## src/hdl/cma_pkg.sv

```systemverilog
// Package for the centered moving average block: fixed field widths,
// register reset value and sizes shared by the interfaces and modules.
// No dependencies.
package cma_pkg;

  localparam int SAMPLE_W = 16;          // Q1.15 sample width
  localparam int WW_W = 6;               // window_width register width
  localparam int QUOT_W = 16;            // magnitude of a rounded mean
  localparam int QUEUE_DEPTH = 4;        // command queue between front and back

  localparam logic [WW_W-1:0] WW_RESET = 6'd3;
  localparam logic [WW_W-1:0] MIN_WINDOW = 6'd3;

endpackage

```

## src/hdl/cma_in_if.sv

```systemverilog
// Input sample channel: valid/ready handshake with sample and last flag.
// Depends on cma_pkg.
interface cma_in_if;

  logic valid;
  logic ready;
  logic signed [cma_pkg::SAMPLE_W-1:0] sample_in;
  logic is_last;

  modport source (output valid, output sample_in, output is_last, input ready);
  modport sink (input valid, input sample_in, input is_last, output ready);

endinterface

```

## src/hdl/cma_out_if.sv

```systemverilog
// Result channel: valid/ready handshake with filtered sample and end flag.
// Depends on cma_pkg.
interface cma_out_if;

  logic valid;
  logic ready;
  logic signed [cma_pkg::SAMPLE_W-1:0] sample_out;
  logic end_of_record;

  modport source (output valid, output sample_out, output end_of_record, input ready);
  modport sink (input valid, input sample_out, input end_of_record, output ready);

endinterface

```

## src/hdl/centered_moving_average.sv

```systemverilog
// Top level of the centered moving average filter: window register, front,
// command queue and back. Depends on cma_pkg, cma_in_if, cma_out_if,
// cma_front, cma_queue and cma_back.
//
//   channel      | direction | payload                          | transaction
//   -------------+-----------+----------------------------------+----------------------
//   sample_chan  | in        | sample_in (s16), is_last         | valid & ready at clk
//   result_chan  | out       | sample_out (s16), end_of_record  | valid & ready at clk
//   cfg          | in        | cfg_wdata = window_width (u6)    | cfg_wen at clk
//
// The back end sends a pass-through sample out in PASS; any other sample
// goes through WRITE and SUM, then EMIT_LINE to release a delayed sample or
// DIV, the radix-2 divider, and EMIT_MEAN to produce an average. A record
// end adds FLUSH_RD and FLUSH_OUT per held sample flushed out of the delay
// line. The front accepts while the 4-entry command queue has room, so input
// and output stall independently. Reset needs no clearing pass: only delay
// line slots written in the current record are ever read.
module centered_moving_average #(
  parameter int MAX_WINDOW = 63
) (
  input  logic                     clk,
  input  logic                     rst,
  input  logic                     cfg_wen,
  input  logic [cma_pkg::WW_W-1:0] cfg_wdata,
  cma_in_if.sink                   sample_chan,
  cma_out_if.source                result_chan
);

  localparam int DEPTH = MAX_WINDOW + 1;
  localparam int PTR_W = $clog2(DEPTH);

  // One command per accepted sample, as classified by the front.
  typedef struct packed {
    logic signed [cma_pkg::SAMPLE_W-1:0] sample;
    logic                                last;
    logic                                bypass;     // window inactive
    logic [PTR_W-1:0]                    wp;         // delay line slot
    logic                                sub_old;    // window full: drop oldest
    logic                                emit_now;   // a delayed sample is due
    logic                                emit_mean;  // due sample has full context
    logic [PTR_W-1:0]                    first;      // flush start distance
  } cmd_t;

  logic [cma_pkg::WW_W-1:0] window_width;
  logic                     push;
  logic                     full;
  logic                     pop;
  logic                     avail;
  cmd_t                     cmd_in;
  cmd_t                     cmd_head;

  // Hold the window length; a write also clears the record state downstream.
  always_ff @(posedge clk) begin
    if (rst) begin
      window_width <= cma_pkg::WW_RESET;
    end else if (cfg_wen) begin
      window_width <= cfg_wdata;
    end
  end

  // Classify each sample and advance the record position.
  cma_front #(
    .MAX_WINDOW (MAX_WINDOW),
    .cmd_t      (cmd_t)
  ) u_front (
    .clk          (clk),
    .rst          (rst),
    .clear        (cfg_wen),
    .window_width (window_width),
    .sample_chan  (sample_chan),
    .push         (push),
    .cmd          (cmd_in),
    .full         (full)
  );

  // Buffer commands so the front keeps taking samples while results stall.
  cma_queue #(
    .DEPTH  (cma_pkg::QUEUE_DEPTH),
    .item_t (cmd_t)
  ) u_queue (
    .clk       (clk),
    .rst       (rst),
    .push      (push),
    .push_data (cmd_in),
    .full      (full),
    .pop       (pop),
    .pop_data  (cmd_head),
    .avail     (avail)
  );

  // Execute commands: delay line, running sum, divide and flush.
  cma_back #(
    .MAX_WINDOW (MAX_WINDOW),
    .cmd_t      (cmd_t)
  ) u_back (
    .clk          (clk),
    .rst          (rst),
    .clear        (cfg_wen),
    .window_width (window_width),
    .avail        (avail),
    .head         (cmd_head),
    .pop          (pop),
    .result_chan  (result_chan)
  );

endmodule

```

## src/hdl/cma_ram.sv

```systemverilog
// Generic RAM: one write port, two read ports with registered read data.
// No dependencies.
module cma_ram #(
  parameter int WIDTH = 16,
  parameter int DEPTH = 64
) (
  input  logic                     clk,
  input  logic                     we,
  input  logic [$clog2(DEPTH)-1:0] waddr,
  input  logic [WIDTH-1:0]         wdata,
  input  logic                     re_a,
  input  logic [$clog2(DEPTH)-1:0] raddr_a,
  output logic [WIDTH-1:0]         rdata_a,
  input  logic                     re_b,
  input  logic [$clog2(DEPTH)-1:0] raddr_b,
  output logic [WIDTH-1:0]         rdata_b
);

  logic [WIDTH-1:0] mem [DEPTH];

  always_ff @(posedge clk) begin
    if (we) begin
      mem[waddr] <= wdata;
    end
    if (re_a) begin
      rdata_a <= mem[raddr_a];
    end
    if (re_b) begin
      rdata_b <= mem[raddr_b];
    end
  end

endmodule

```

## src/hdl/cma_queue.sv

```systemverilog
// Short command queue that decouples the front from the back.
// Item type is passed in from the top level; no package dependency.
module cma_queue #(
  parameter int  DEPTH = 4,
  parameter type item_t = logic
) (
  input  logic  clk,
  input  logic  rst,
  input  logic  push,
  input  item_t push_data,
  output logic  full,
  input  logic  pop,
  output item_t pop_data,
  output logic  avail
);

  localparam int ADDR_W = $clog2(DEPTH);
  localparam int COUNT_W = $clog2(DEPTH + 1);

  item_t              slots [DEPTH];
  logic [ADDR_W-1:0]  head;
  logic [ADDR_W-1:0]  tail;
  logic [COUNT_W-1:0] count;

  assign full = (count == COUNT_W'(DEPTH));
  assign avail = (count != '0);
  assign pop_data = slots[head];

  always_ff @(posedge clk) begin
    if (push) begin
      slots[tail] <= push_data;
    end
  end

  always_ff @(posedge clk) begin
    if (rst) begin
      head <= '0;
      tail <= '0;
      count <= '0;
    end else begin
      if (push) begin
        tail <= (tail == ADDR_W'(DEPTH - 1)) ? '0 : tail + 1'b1;
      end
      if (pop) begin
        head <= (head == ADDR_W'(DEPTH - 1)) ? '0 : head + 1'b1;
      end
      case ({push, pop})
        2'b10:   count <= count + 1'b1;
        2'b01:   count <= count - 1'b1;
        default: count <= count;
      endcase
    end
  end

endmodule

```

## src/hdl/cma_front.sv

```systemverilog
// Front end: accept samples, track record position and classify each one
// into a command for the back end. Depends on cma_pkg and cma_in_if.
module cma_front #(
  parameter int  MAX_WINDOW = 63,
  parameter type cmd_t = logic
) (
  input  logic                       clk,
  input  logic                       rst,
  input  logic                       clear,
  input  logic [cma_pkg::WW_W-1:0]   window_width,
  cma_in_if.sink                     sample_chan,
  output logic                       push,
  output cmd_t                       cmd,
  input  logic                       full
);

  localparam int DEPTH = MAX_WINDOW + 1;
  localparam int PTR_W = $clog2(DEPTH);
  localparam int SEEN_CAP = 2 * MAX_WINDOW + 1;
  localparam int SEEN_W = $clog2(SEEN_CAP + 1);
  localparam int CMP_W = (SEEN_W > cma_pkg::WW_W) ? SEEN_W : cma_pkg::WW_W;

  logic [PTR_W-1:0]  write_pointer;
  logic [PTR_W-1:0]  write_pointer_next;
  logic [SEEN_W-1:0] samples_seen;
  logic [SEEN_W-1:0] samples_seen_next;
  logic              active;
  logic [CMP_W-1:0]  k_c;
  logic [CMP_W-1:0]  w_c;
  logic [CMP_W-1:0]  h_c;

  always_comb begin
    active = (window_width >= cma_pkg::MIN_WINDOW) && window_width[0]
             && (int'(window_width) <= MAX_WINDOW);
    k_c = CMP_W'(samples_seen);
    w_c = CMP_W'(window_width);
    h_c = CMP_W'(window_width >> 1);

    sample_chan.ready = !full;
    push = sample_chan.valid && !full;

    cmd.sample = sample_chan.sample_in;
    cmd.last = sample_chan.is_last;
    cmd.bypass = !active;
    cmd.wp = write_pointer;
    cmd.sub_old = (k_c >= w_c);
    cmd.emit_now = (k_c >= h_c);
    cmd.emit_mean = (k_c >= w_c - CMP_W'(1));
    // Flush count: held samples after this one's own output, minus one.
    cmd.first = PTR_W'((k_c >= h_c) ? h_c - CMP_W'(1) : k_c);

    write_pointer_next = write_pointer;
    samples_seen_next = samples_seen;
    if (push && active) begin
      if (sample_chan.is_last) begin
        write_pointer_next = '0;
        samples_seen_next = '0;
      end else begin
        write_pointer_next = (write_pointer == PTR_W'(DEPTH - 1)) ? '0
                             : write_pointer + 1'b1;
        samples_seen_next = (samples_seen == SEEN_W'(SEEN_CAP)) ? samples_seen
                            : samples_seen + 1'b1;
      end
    end
  end

  always_ff @(posedge clk) begin
    if (rst || clear) begin
      write_pointer <= '0;
      samples_seen <= '0;
    end else begin
      write_pointer <= write_pointer_next;
      samples_seen <= samples_seen_next;
    end
  end

endmodule

```

## src/hdl/cma_back.sv

```systemverilog
// Back end: delay line, running sum, serial divider and flush sequencer.
// Depends on cma_pkg, cma_out_if and cma_ram.
module cma_back #(
  parameter int  MAX_WINDOW = 63,
  parameter type cmd_t = logic
) (
  input  logic                       clk,
  input  logic                       rst,
  input  logic                       clear,
  input  logic [cma_pkg::WW_W-1:0]   window_width,
  input  logic                       avail,
  input  cmd_t                       head,
  output logic                       pop,
  cma_out_if.source                  result_chan
);

  localparam int DEPTH = MAX_WINDOW + 1;
  localparam int PTR_W = $clog2(DEPTH);
  localparam int SW = cma_pkg::SAMPLE_W;
  localparam int SUM_W = SW + PTR_W;
  localparam int QW = cma_pkg::QUOT_W;
  localparam int WW = cma_pkg::WW_W;
  localparam int CNT_W = $clog2(QW);

  typedef enum logic [3:0] {
    IDLE, PASS, WRITE, SUM, EMIT_LINE, DIV, EMIT_MEAN, FLUSH_RD, FLUSH_OUT
  } state_t;

  state_t            state;
  cmd_t              cur;
  logic [SUM_W-1:0]  window_sum;
  logic [SUM_W-1:0]  sum_next;
  logic [SUM_W-1:0]  mag;
  logic [SUM_W-1:0]  num;
  logic [PTR_W-1:0]  fcnt;
  logic [WW-1:0]     rem;
  logic [QW-1:0]     dq;
  logic [CNT_W-1:0]  dcnt;
  logic              neg;
  logic [WW:0]       trial;
  logic              fits;
  logic [SW-1:0]     mean;
  logic              out_valid;
  logic [SW-1:0]     out_sample;
  logic              out_eor;
  logic              out_free;
  logic              out_load;
  logic [PTR_W-1:0]  w_p;
  logic [PTR_W-1:0]  h_p;
  logic              ram_we;
  logic              re_a;
  logic              re_b;
  logic [PTR_W-1:0]  raddr_a;
  logic [PTR_W-1:0]  raddr_b;
  logic [SW-1:0]     rdata_a;
  logic [SW-1:0]     rdata_b;

  function automatic logic [PTR_W-1:0] back_idx(input logic [PTR_W-1:0] wp,
                                                input logic [PTR_W-1:0] d);
    logic [PTR_W:0] diff;
    diff = {1'b0, wp} - {1'b0, d};
    if (wp < d) begin
      diff = diff + (PTR_W + 1)'(DEPTH);
    end
    return diff[PTR_W-1:0];
  endfunction

  cma_ram #(
    .WIDTH (SW),
    .DEPTH (DEPTH)
  ) u_line (
    .clk     (clk),
    .we      (ram_we),
    .waddr   (cur.wp),
    .wdata   (cur.sample),
    .re_a    (re_a),
    .raddr_a (raddr_a),
    .rdata_a (rdata_a),
    .re_b    (re_b),
    .raddr_b (raddr_b),
    .rdata_b (rdata_b)
  );

  always_comb begin
    w_p = PTR_W'(window_width);
    h_p = PTR_W'(window_width >> 1);
    ram_we = (state == WRITE);
    re_a = (state == WRITE);
    re_b = (state == WRITE) || (state == FLUSH_RD);
    raddr_a = back_idx(cur.wp, w_p);
    raddr_b = (state == FLUSH_RD) ? back_idx(cur.wp, fcnt) : back_idx(cur.wp, h_p);

    // Add the new sample, drop the one leaving the window.
    sum_next = window_sum + {{(SUM_W - SW){cur.sample[SW-1]}}, cur.sample};
    if (cur.sub_old) begin
      sum_next = sum_next - {{(SUM_W - SW){rdata_a[SW-1]}}, rdata_a};
    end
    mag = sum_next[SUM_W-1] ? ('0 - sum_next) : sum_next;
    // Rounded |sum|/W, ties away from zero, is floor((|sum| + h) / W) for odd W.
    num = mag + SUM_W'(h_p);

    trial = {rem, dq[QW-1]};
    fits = (trial >= {1'b0, window_width});
    mean = neg ? ('0 - dq) : dq;

    out_free = !out_valid || result_chan.ready;
    out_load = out_free && ((state == PASS) || (state == EMIT_MEAN)
                            || (state == EMIT_LINE) || (state == FLUSH_OUT));
    pop = (state == IDLE) && avail;

    result_chan.valid = out_valid;
    result_chan.sample_out = out_sample;
    result_chan.end_of_record = out_eor;
  end

  always_ff @(posedge clk) begin
    if (rst) begin
      state <= IDLE;
      window_sum <= '0;
      out_valid <= 1'b0;
    end else begin
      // Load a new result, or drop the one just taken.
      if (out_load) begin
        out_valid <= 1'b1;
      end else if (result_chan.ready) begin
        out_valid <= 1'b0;
      end
      if (clear) begin
        window_sum <= '0;
      end else if (state == SUM) begin
        window_sum <= sum_next;
      end else if (out_load && (state == FLUSH_OUT) && (fcnt == '0)) begin
        window_sum <= '0;
      end
      case (state)
        IDLE: begin
          if (avail) begin
            cur <= head;
            state <= head.bypass ? PASS : WRITE;
          end
        end
        PASS: begin
          if (out_free) begin
            out_sample <= cur.sample;
            out_eor <= cur.last;
            state <= IDLE;
          end
        end
        WRITE: begin
          state <= SUM;
        end
        SUM: begin
          fcnt <= cur.first;
          if (cur.emit_now && cur.emit_mean) begin
            rem <= WW'(num >> QW);
            dq <= num[QW-1:0];
            neg <= sum_next[SUM_W-1];
            dcnt <= CNT_W'(QW - 1);
            state <= DIV;
          end else if (cur.emit_now) begin
            state <= EMIT_LINE;
          end else if (cur.last) begin
            state <= FLUSH_RD;
          end else begin
            state <= IDLE;
          end
        end
        DIV: begin
          // One quotient bit per cycle.
          rem <= fits ? WW'(trial - {1'b0, window_width}) : WW'(trial);
          dq <= {dq[QW-2:0], fits};
          dcnt <= dcnt - 1'b1;
          if (dcnt == '0) begin
            state <= EMIT_MEAN;
          end
        end
        EMIT_MEAN: begin
          if (out_free) begin
            out_sample <= mean;
            out_eor <= 1'b0;
            state <= cur.last ? FLUSH_RD : IDLE;
          end
        end
        EMIT_LINE: begin
          if (out_free) begin
            out_sample <= rdata_b;
            out_eor <= 1'b0;
            state <= cur.last ? FLUSH_RD : IDLE;
          end
        end
        FLUSH_RD: begin
          state <= FLUSH_OUT;
        end
        FLUSH_OUT: begin
          if (out_free) begin
            out_sample <= rdata_b;
            out_eor <= (fcnt == '0);
            if (fcnt == '0) begin
              state <= IDLE;
            end else begin
              fcnt <= fcnt - 1'b1;
              state <= FLUSH_RD;
            end
          end
        end
        default: begin
          state <= IDLE;
        end
      endcase
    end
  end

endmodule

```

## src/flat_wrapper.sv

```systemverilog
// flat-port wrapper written by rule: the top's interface ports become plain ports
module centered_moving_average_flat 
#(
  parameter int MAX_WINDOW = 63
)
  (clk, rst, cfg_wen, cfg_wdata, sample_chan_valid, sample_chan_sample_in, sample_chan_is_last, sample_chan_ready, result_chan_valid, result_chan_sample_out, result_chan_end_of_record, result_chan_ready);
  cma_in_if sample_chan_i ();
  cma_out_if result_chan_i ();
  input  logic clk;
  input  logic rst;
  input  logic cfg_wen;
  input  logic [cma_pkg::WW_W-1:0] cfg_wdata;
  input wire logic [$bits(sample_chan_i.valid)-1:0] sample_chan_valid;
  input wire logic [$bits(sample_chan_i.sample_in)-1:0] sample_chan_sample_in;
  input wire logic [$bits(sample_chan_i.is_last)-1:0] sample_chan_is_last;
  output wire logic [$bits(sample_chan_i.ready)-1:0] sample_chan_ready;
  output wire logic [$bits(result_chan_i.valid)-1:0] result_chan_valid;
  output wire logic [$bits(result_chan_i.sample_out)-1:0] result_chan_sample_out;
  output wire logic [$bits(result_chan_i.end_of_record)-1:0] result_chan_end_of_record;
  input wire logic [$bits(result_chan_i.ready)-1:0] result_chan_ready;
  assign sample_chan_i.valid = sample_chan_valid;
  assign sample_chan_i.sample_in = sample_chan_sample_in;
  assign sample_chan_i.is_last = sample_chan_is_last;
  assign sample_chan_ready = sample_chan_i.ready;
  assign result_chan_valid = result_chan_i.valid;
  assign result_chan_sample_out = result_chan_i.sample_out;
  assign result_chan_end_of_record = result_chan_i.end_of_record;
  assign result_chan_i.ready = result_chan_ready;
  centered_moving_average #(.MAX_WINDOW(MAX_WINDOW)) u_core (.clk(clk), .rst(rst), .cfg_wen(cfg_wen), .cfg_wdata(cfg_wdata), .sample_chan(sample_chan_i), .result_chan(result_chan_i));
endmodule
```

## config.mk

```make
export PLATFORM = sky130hd
export DESIGN_NAME = centered_moving_average_flat
export DESIGN_NICKNAME = d
export VERILOG_FILES = /design/src/hdl/cma_pkg.sv /design/src/hdl/cma_in_if.sv /design/src/hdl/cma_out_if.sv /design/src/hdl/centered_moving_average.sv /design/src/hdl/cma_ram.sv /design/src/hdl/cma_queue.sv /design/src/hdl/cma_front.sv /design/src/hdl/cma_back.sv /design/src/flat_wrapper.sv
export SDC_FILE = /design/constraint.sdc
export NUM_CORES = 2
export LEC_CHECK = 0
export BUFFER_PORTS_ARGS = -buffer_cell sky130_fd_sc_hd__clkbuf_2
export CELL_PAD_IN_SITES_DETAIL_PLACEMENT = 1
export CELL_PAD_IN_SITES_GLOBAL_PLACEMENT = 2
export CORE_UTILIZATION = 29
export DETAILED_ROUTE_END_ITERATION = 8
export PLACE_DENSITY = 0.5
export SETUP_SLACK_MARGIN = 0.3
export SYNTH_ARGS = -nofsm -noshare
export SYNTH_HDL_FRONTEND = slang
export SYNTH_SLANG_ARGS = --single-unit
```

## constraint.sdc

```tcl
create_clock -name clk -period 7.85 [get_ports clk]
set_input_delay 0.785 -clock clk [delete_from_list [all_inputs] [get_ports clk]]
set_output_delay 0.785 -clock clk [all_outputs]
set_load 0.02 [all_outputs]
```

==> run summary <==
status: complete, no violations
Rows: 171
crit path time final: 6.954 ns
worst hold path type: input port to flop
clk buf depth: 3
maxcap violations: 0
syn_nets: 3680
Pre-Repair DR Iteration Count: 5
top-count cell post-synth: edfxtp_1
initial antenna violation count: 22
CTS tree: built
Die H: 471.5 microns
WL met1: 97350 microns
main area contributors after synthesis: edfxtp_1, mux4_2, ha_1, dfxtp_1, nor2_1
CORE AREA: 218000 sq um
GRT Residual Overflow: 0
clk_lat worst skew: 0.80 ns
routed wl met2: 100900 microns
Setup CP Type: flop to flop
fraction of layout cells with a size suffix above 1: 0.3163
Final Setup Violations: 0
Final Cycle Share: 0.8858
area leader, netlist: edfxtp_1
Final Hold Fails: 0
WL per Instance: 32.54 microns
synthesis-to-finish area growth: 15.12%
vias in the first global route: 38290
Flop pwr share: 0.290
Initial DRC Count: 3088
CP max FO: 8
overall power: 30.95 mW
PortBufs: 46
synthesized area: 63930 sq um
Most used DFF post-synth: edfxtp_1
clock share of power: 0.232
worst-path cell with the longest stage delay: a21boi_0
vias: 35770
placed inst area: 68600 sq um
Num CTS Buffers: 158
remaining antenna violation count: 0
Cell Int Power: 18.81 mW
Logic pwr share: 0.478
pins over their slew limit: 0
Post-Syn Instances: 3548
number of synthesized register bits: 1325
Root Driver: clkbuf_16
I/O pins: 47
P_sw: 12.14 mW
Worst Max-Slew Pin Slew: 1.320 ns
pin count of the biggest net entering global routing: 70
Die ar.: 222300 sq um
Multi-input gate area: 23910 sq um
Setup Fix Bufs, Post-CTS: 0
Yosys cell types: 83
unrepaired setup endpoints after global routing: no
Yosys warnings: 0
drt via density: 5.365
skew final: 0.03242 ns
register area share after synthesis: 0.6138
DR top layer: met5
Worst-path clk slew: 0.06 ns
Pwr per Cell Area: 420.6 nW/um^2
Synth top area share: 0.5965
Worst EP arrival: 7.46 ns
DRC viols: 0
GPL Wtd Cong: 0.7798
Total Wirelength: 216900 microns
die extent in x: 471.5 microns
Leakage Power: 23.42 nW
H-tree Lvls: 4
Final HPWL DP: 132900 microns
register area: 39240 sq um
Max-Slew Margin vs Limit: 0.1149
Worst path max stage delay: 0.54 ns
fillers: 21740
Final #Nets: 3815
metal3 WL: 11860 microns
clk sinks: 1325
Setup TNS Final: 0 ns
Max Freq: 143.8 MHz
sw frac: 0.3922
Starting Density: 0.2932
CP Data Required Time: 8.35 ns
FFs w/ async S/R, synth: 0
Syn Area/Cell: 18.02 sq um
Max IR drop VDD: 397.6 uV
CP endpoint kind: flop
Post-synth EDFFs: 1270
first-pass GRT wire length: 302300 microns
post-route cell area: 73590 sq um
Worst setup SP type: flop
Synth top cells by count: edfxtp_1, mux4_2, nor2_1
GRT Resource Usage Total: 0.1945
-- routing by layer --
metal | global-route usage | vias to the layer above
met3 | 0.03924 | 298
met2 | 0.3070 | 910
met5 | 0 | -
li1 | - | 15110
met4 | 0.06161 | 4
met1 | 0.2680 | 19450
-- kinds of logic after synthesis --
| kind of cell | count (synthesis) | share of synthesized area |
|---|---|---|
| AND/OR/NAND/NOR | 539 | 0.04087 |
| buffers and inverters | 300 | 0.01805 |
| flip-flops | 1325 | 0.6138 |
| XOR/XNOR | 119 | 0.01630 |
| multiplexers | 735 | 0.2469 |
| AO/OA/AOI/OAI | 426 | 0.04292 |
| adder cells (fa/ha/maj) | 104 | 0.02118 |
-- critical path, delay by kind of cell (launching register included) --
kind | cells | cell delay [ns]
simple gates | 9 | 1.15
xor+xnor | 4 | 0.85
mux | 1 | 0.18
buf+inv | 3 | 0.33
flops | 1 | 0.36
fa+ha+maj | 4 | 1.51
compound gates | 11 | 2.31
-- per-stage QoR --
| stage | cells | utilization | hold WS, ns | setup WS [ns] |
|---|---|---|---|---|
| CTS | 6663 | 0.3374 | 0.1326 | 0.5255 |
| detailed placement | 6376 | 0.3147 | 0.4993 | 0.5659 |
| finish | 6667 | 0.3375 | 0.2034 | 0.8961 |
| global placement | 6376 | 0.3147 | 0.4843 | 0.5945 |
| global route | 6665 | 0.3375 | 0.1608 | 0.3627 |
| floorplan | 3548 | - | 0.4586 | 0.4752 |
-- sequential cells by signal, summed over array words and instances (netlist names), named ones only --
register	count
u_core.u_back.dq	16
u_core.u_back.neg	1
u_core.u_queue.head	2
u_core.window_width	6
u_core.u_queue.count	3
u_core.u_back.cur	32
u_core.u_front.write_pointer	6
u_core.u_back.result_chan.sample_out	16
u_core.u_back.u_line.rdata_b	16
u_core.u_queue.tail	2
u_core.u_back.result_chan.valid	1
u_core.u_back.rem	6
u_core.u_back.u_line.rdata_a	16
u_core.u_back.state	4
u_core.u_back.result_chan.end_of_record	1
u_core.u_back.fcnt	6
u_core.u_queue.slots	132
u_core.u_front.k_c	7
u_core.u_back.dcnt	4
u_core.u_back.u_line.mem	1024
u_core.u_back.window_sum	22
-- power by group through the flow --
stage | Sequential, mW | Clock (mW) | Combinational (mW)
finish | 8.96 | 7.18 | 14.8
floorplan | 9.30 | 0 | 8.82
global route | 8.99 | 7.60 | 15.7
detailed placement | 9.12 | 0 | 15.1
global placement | 9.11 | 0 | 15.1
CTS | 8.97 | 7.38 | 15.1
-- final timing paths --
check,from,to,slack [ns],cells past startpoint
worst max-delay path,u_core.u_back.cur[17]$_DFFE_PP_,u_core.u_back.dq[6]$_DFFE_PP_,0.90,32
worst min-delay path,sample_chan_sample_in[4],u_core.u_queue.slots[3][21]$_DFFE_PP_,0.20,1
worst max register to register,u_core.u_back.cur[17]$_DFFE_PP_,u_core.u_back.dq[6]$_DFFE_PP_,0.90,32
worst min register to register,u_core.u_back.window_sum[2]$_SDFFE_PP0P_,u_core.u_back.window_sum[2]$_SDFFE_PP0P_,0.51,2
-- cells in the final DEF (no fill, tap or decap), types with 21 or more instances in the layout --
master	Yosys	routed
nand2_1	106	106
nor2b_1	44	44
nor2_2	0	62
nor2_1	222	155
mux4_2	673	673
nor3_1	24	22
buf_4	1	137
a21o_1	34	34
nand2b_1	21	21
nand3_1	27	27
mux2i_1	56	56
clkbuf_16	0	161
clkinv_1	1	38
inv_1	72	72
edfxtp_1	1270	1270
ha_1	97	95
xnor2_1	72	63
o21ai_0	69	68
clkbuf_2	0	46
clkbuf_1	165	48
a211oi_1	48	43
a21oi_1	138	136
a22oi_1	30	30
xor2_1	47	47
dfxtp_1	55	53
-- area by class of cell --
class | instances | share of cell area
clock inverter | 78 | 0.01013
timing repair buffer | 202 | 0.02227
inverter | 73 | 0.003723
clock buffer | 209 | 0.05719
sequential | 1325 | 0.5332
tap | 2854 | 0.04852
antenna | 3 | 0.0001020
multi-input combinational | 1923 | 0.3248
-- timing repair --
action                                  in CTS  in global routing
hold buffers                                 0                  0
endpoints found under the setup margin       0                  8
hold endpoints to repair                     0                  0
resized for setup                            0                  6
Note: power is estimated with default switching activity, not from simulation.
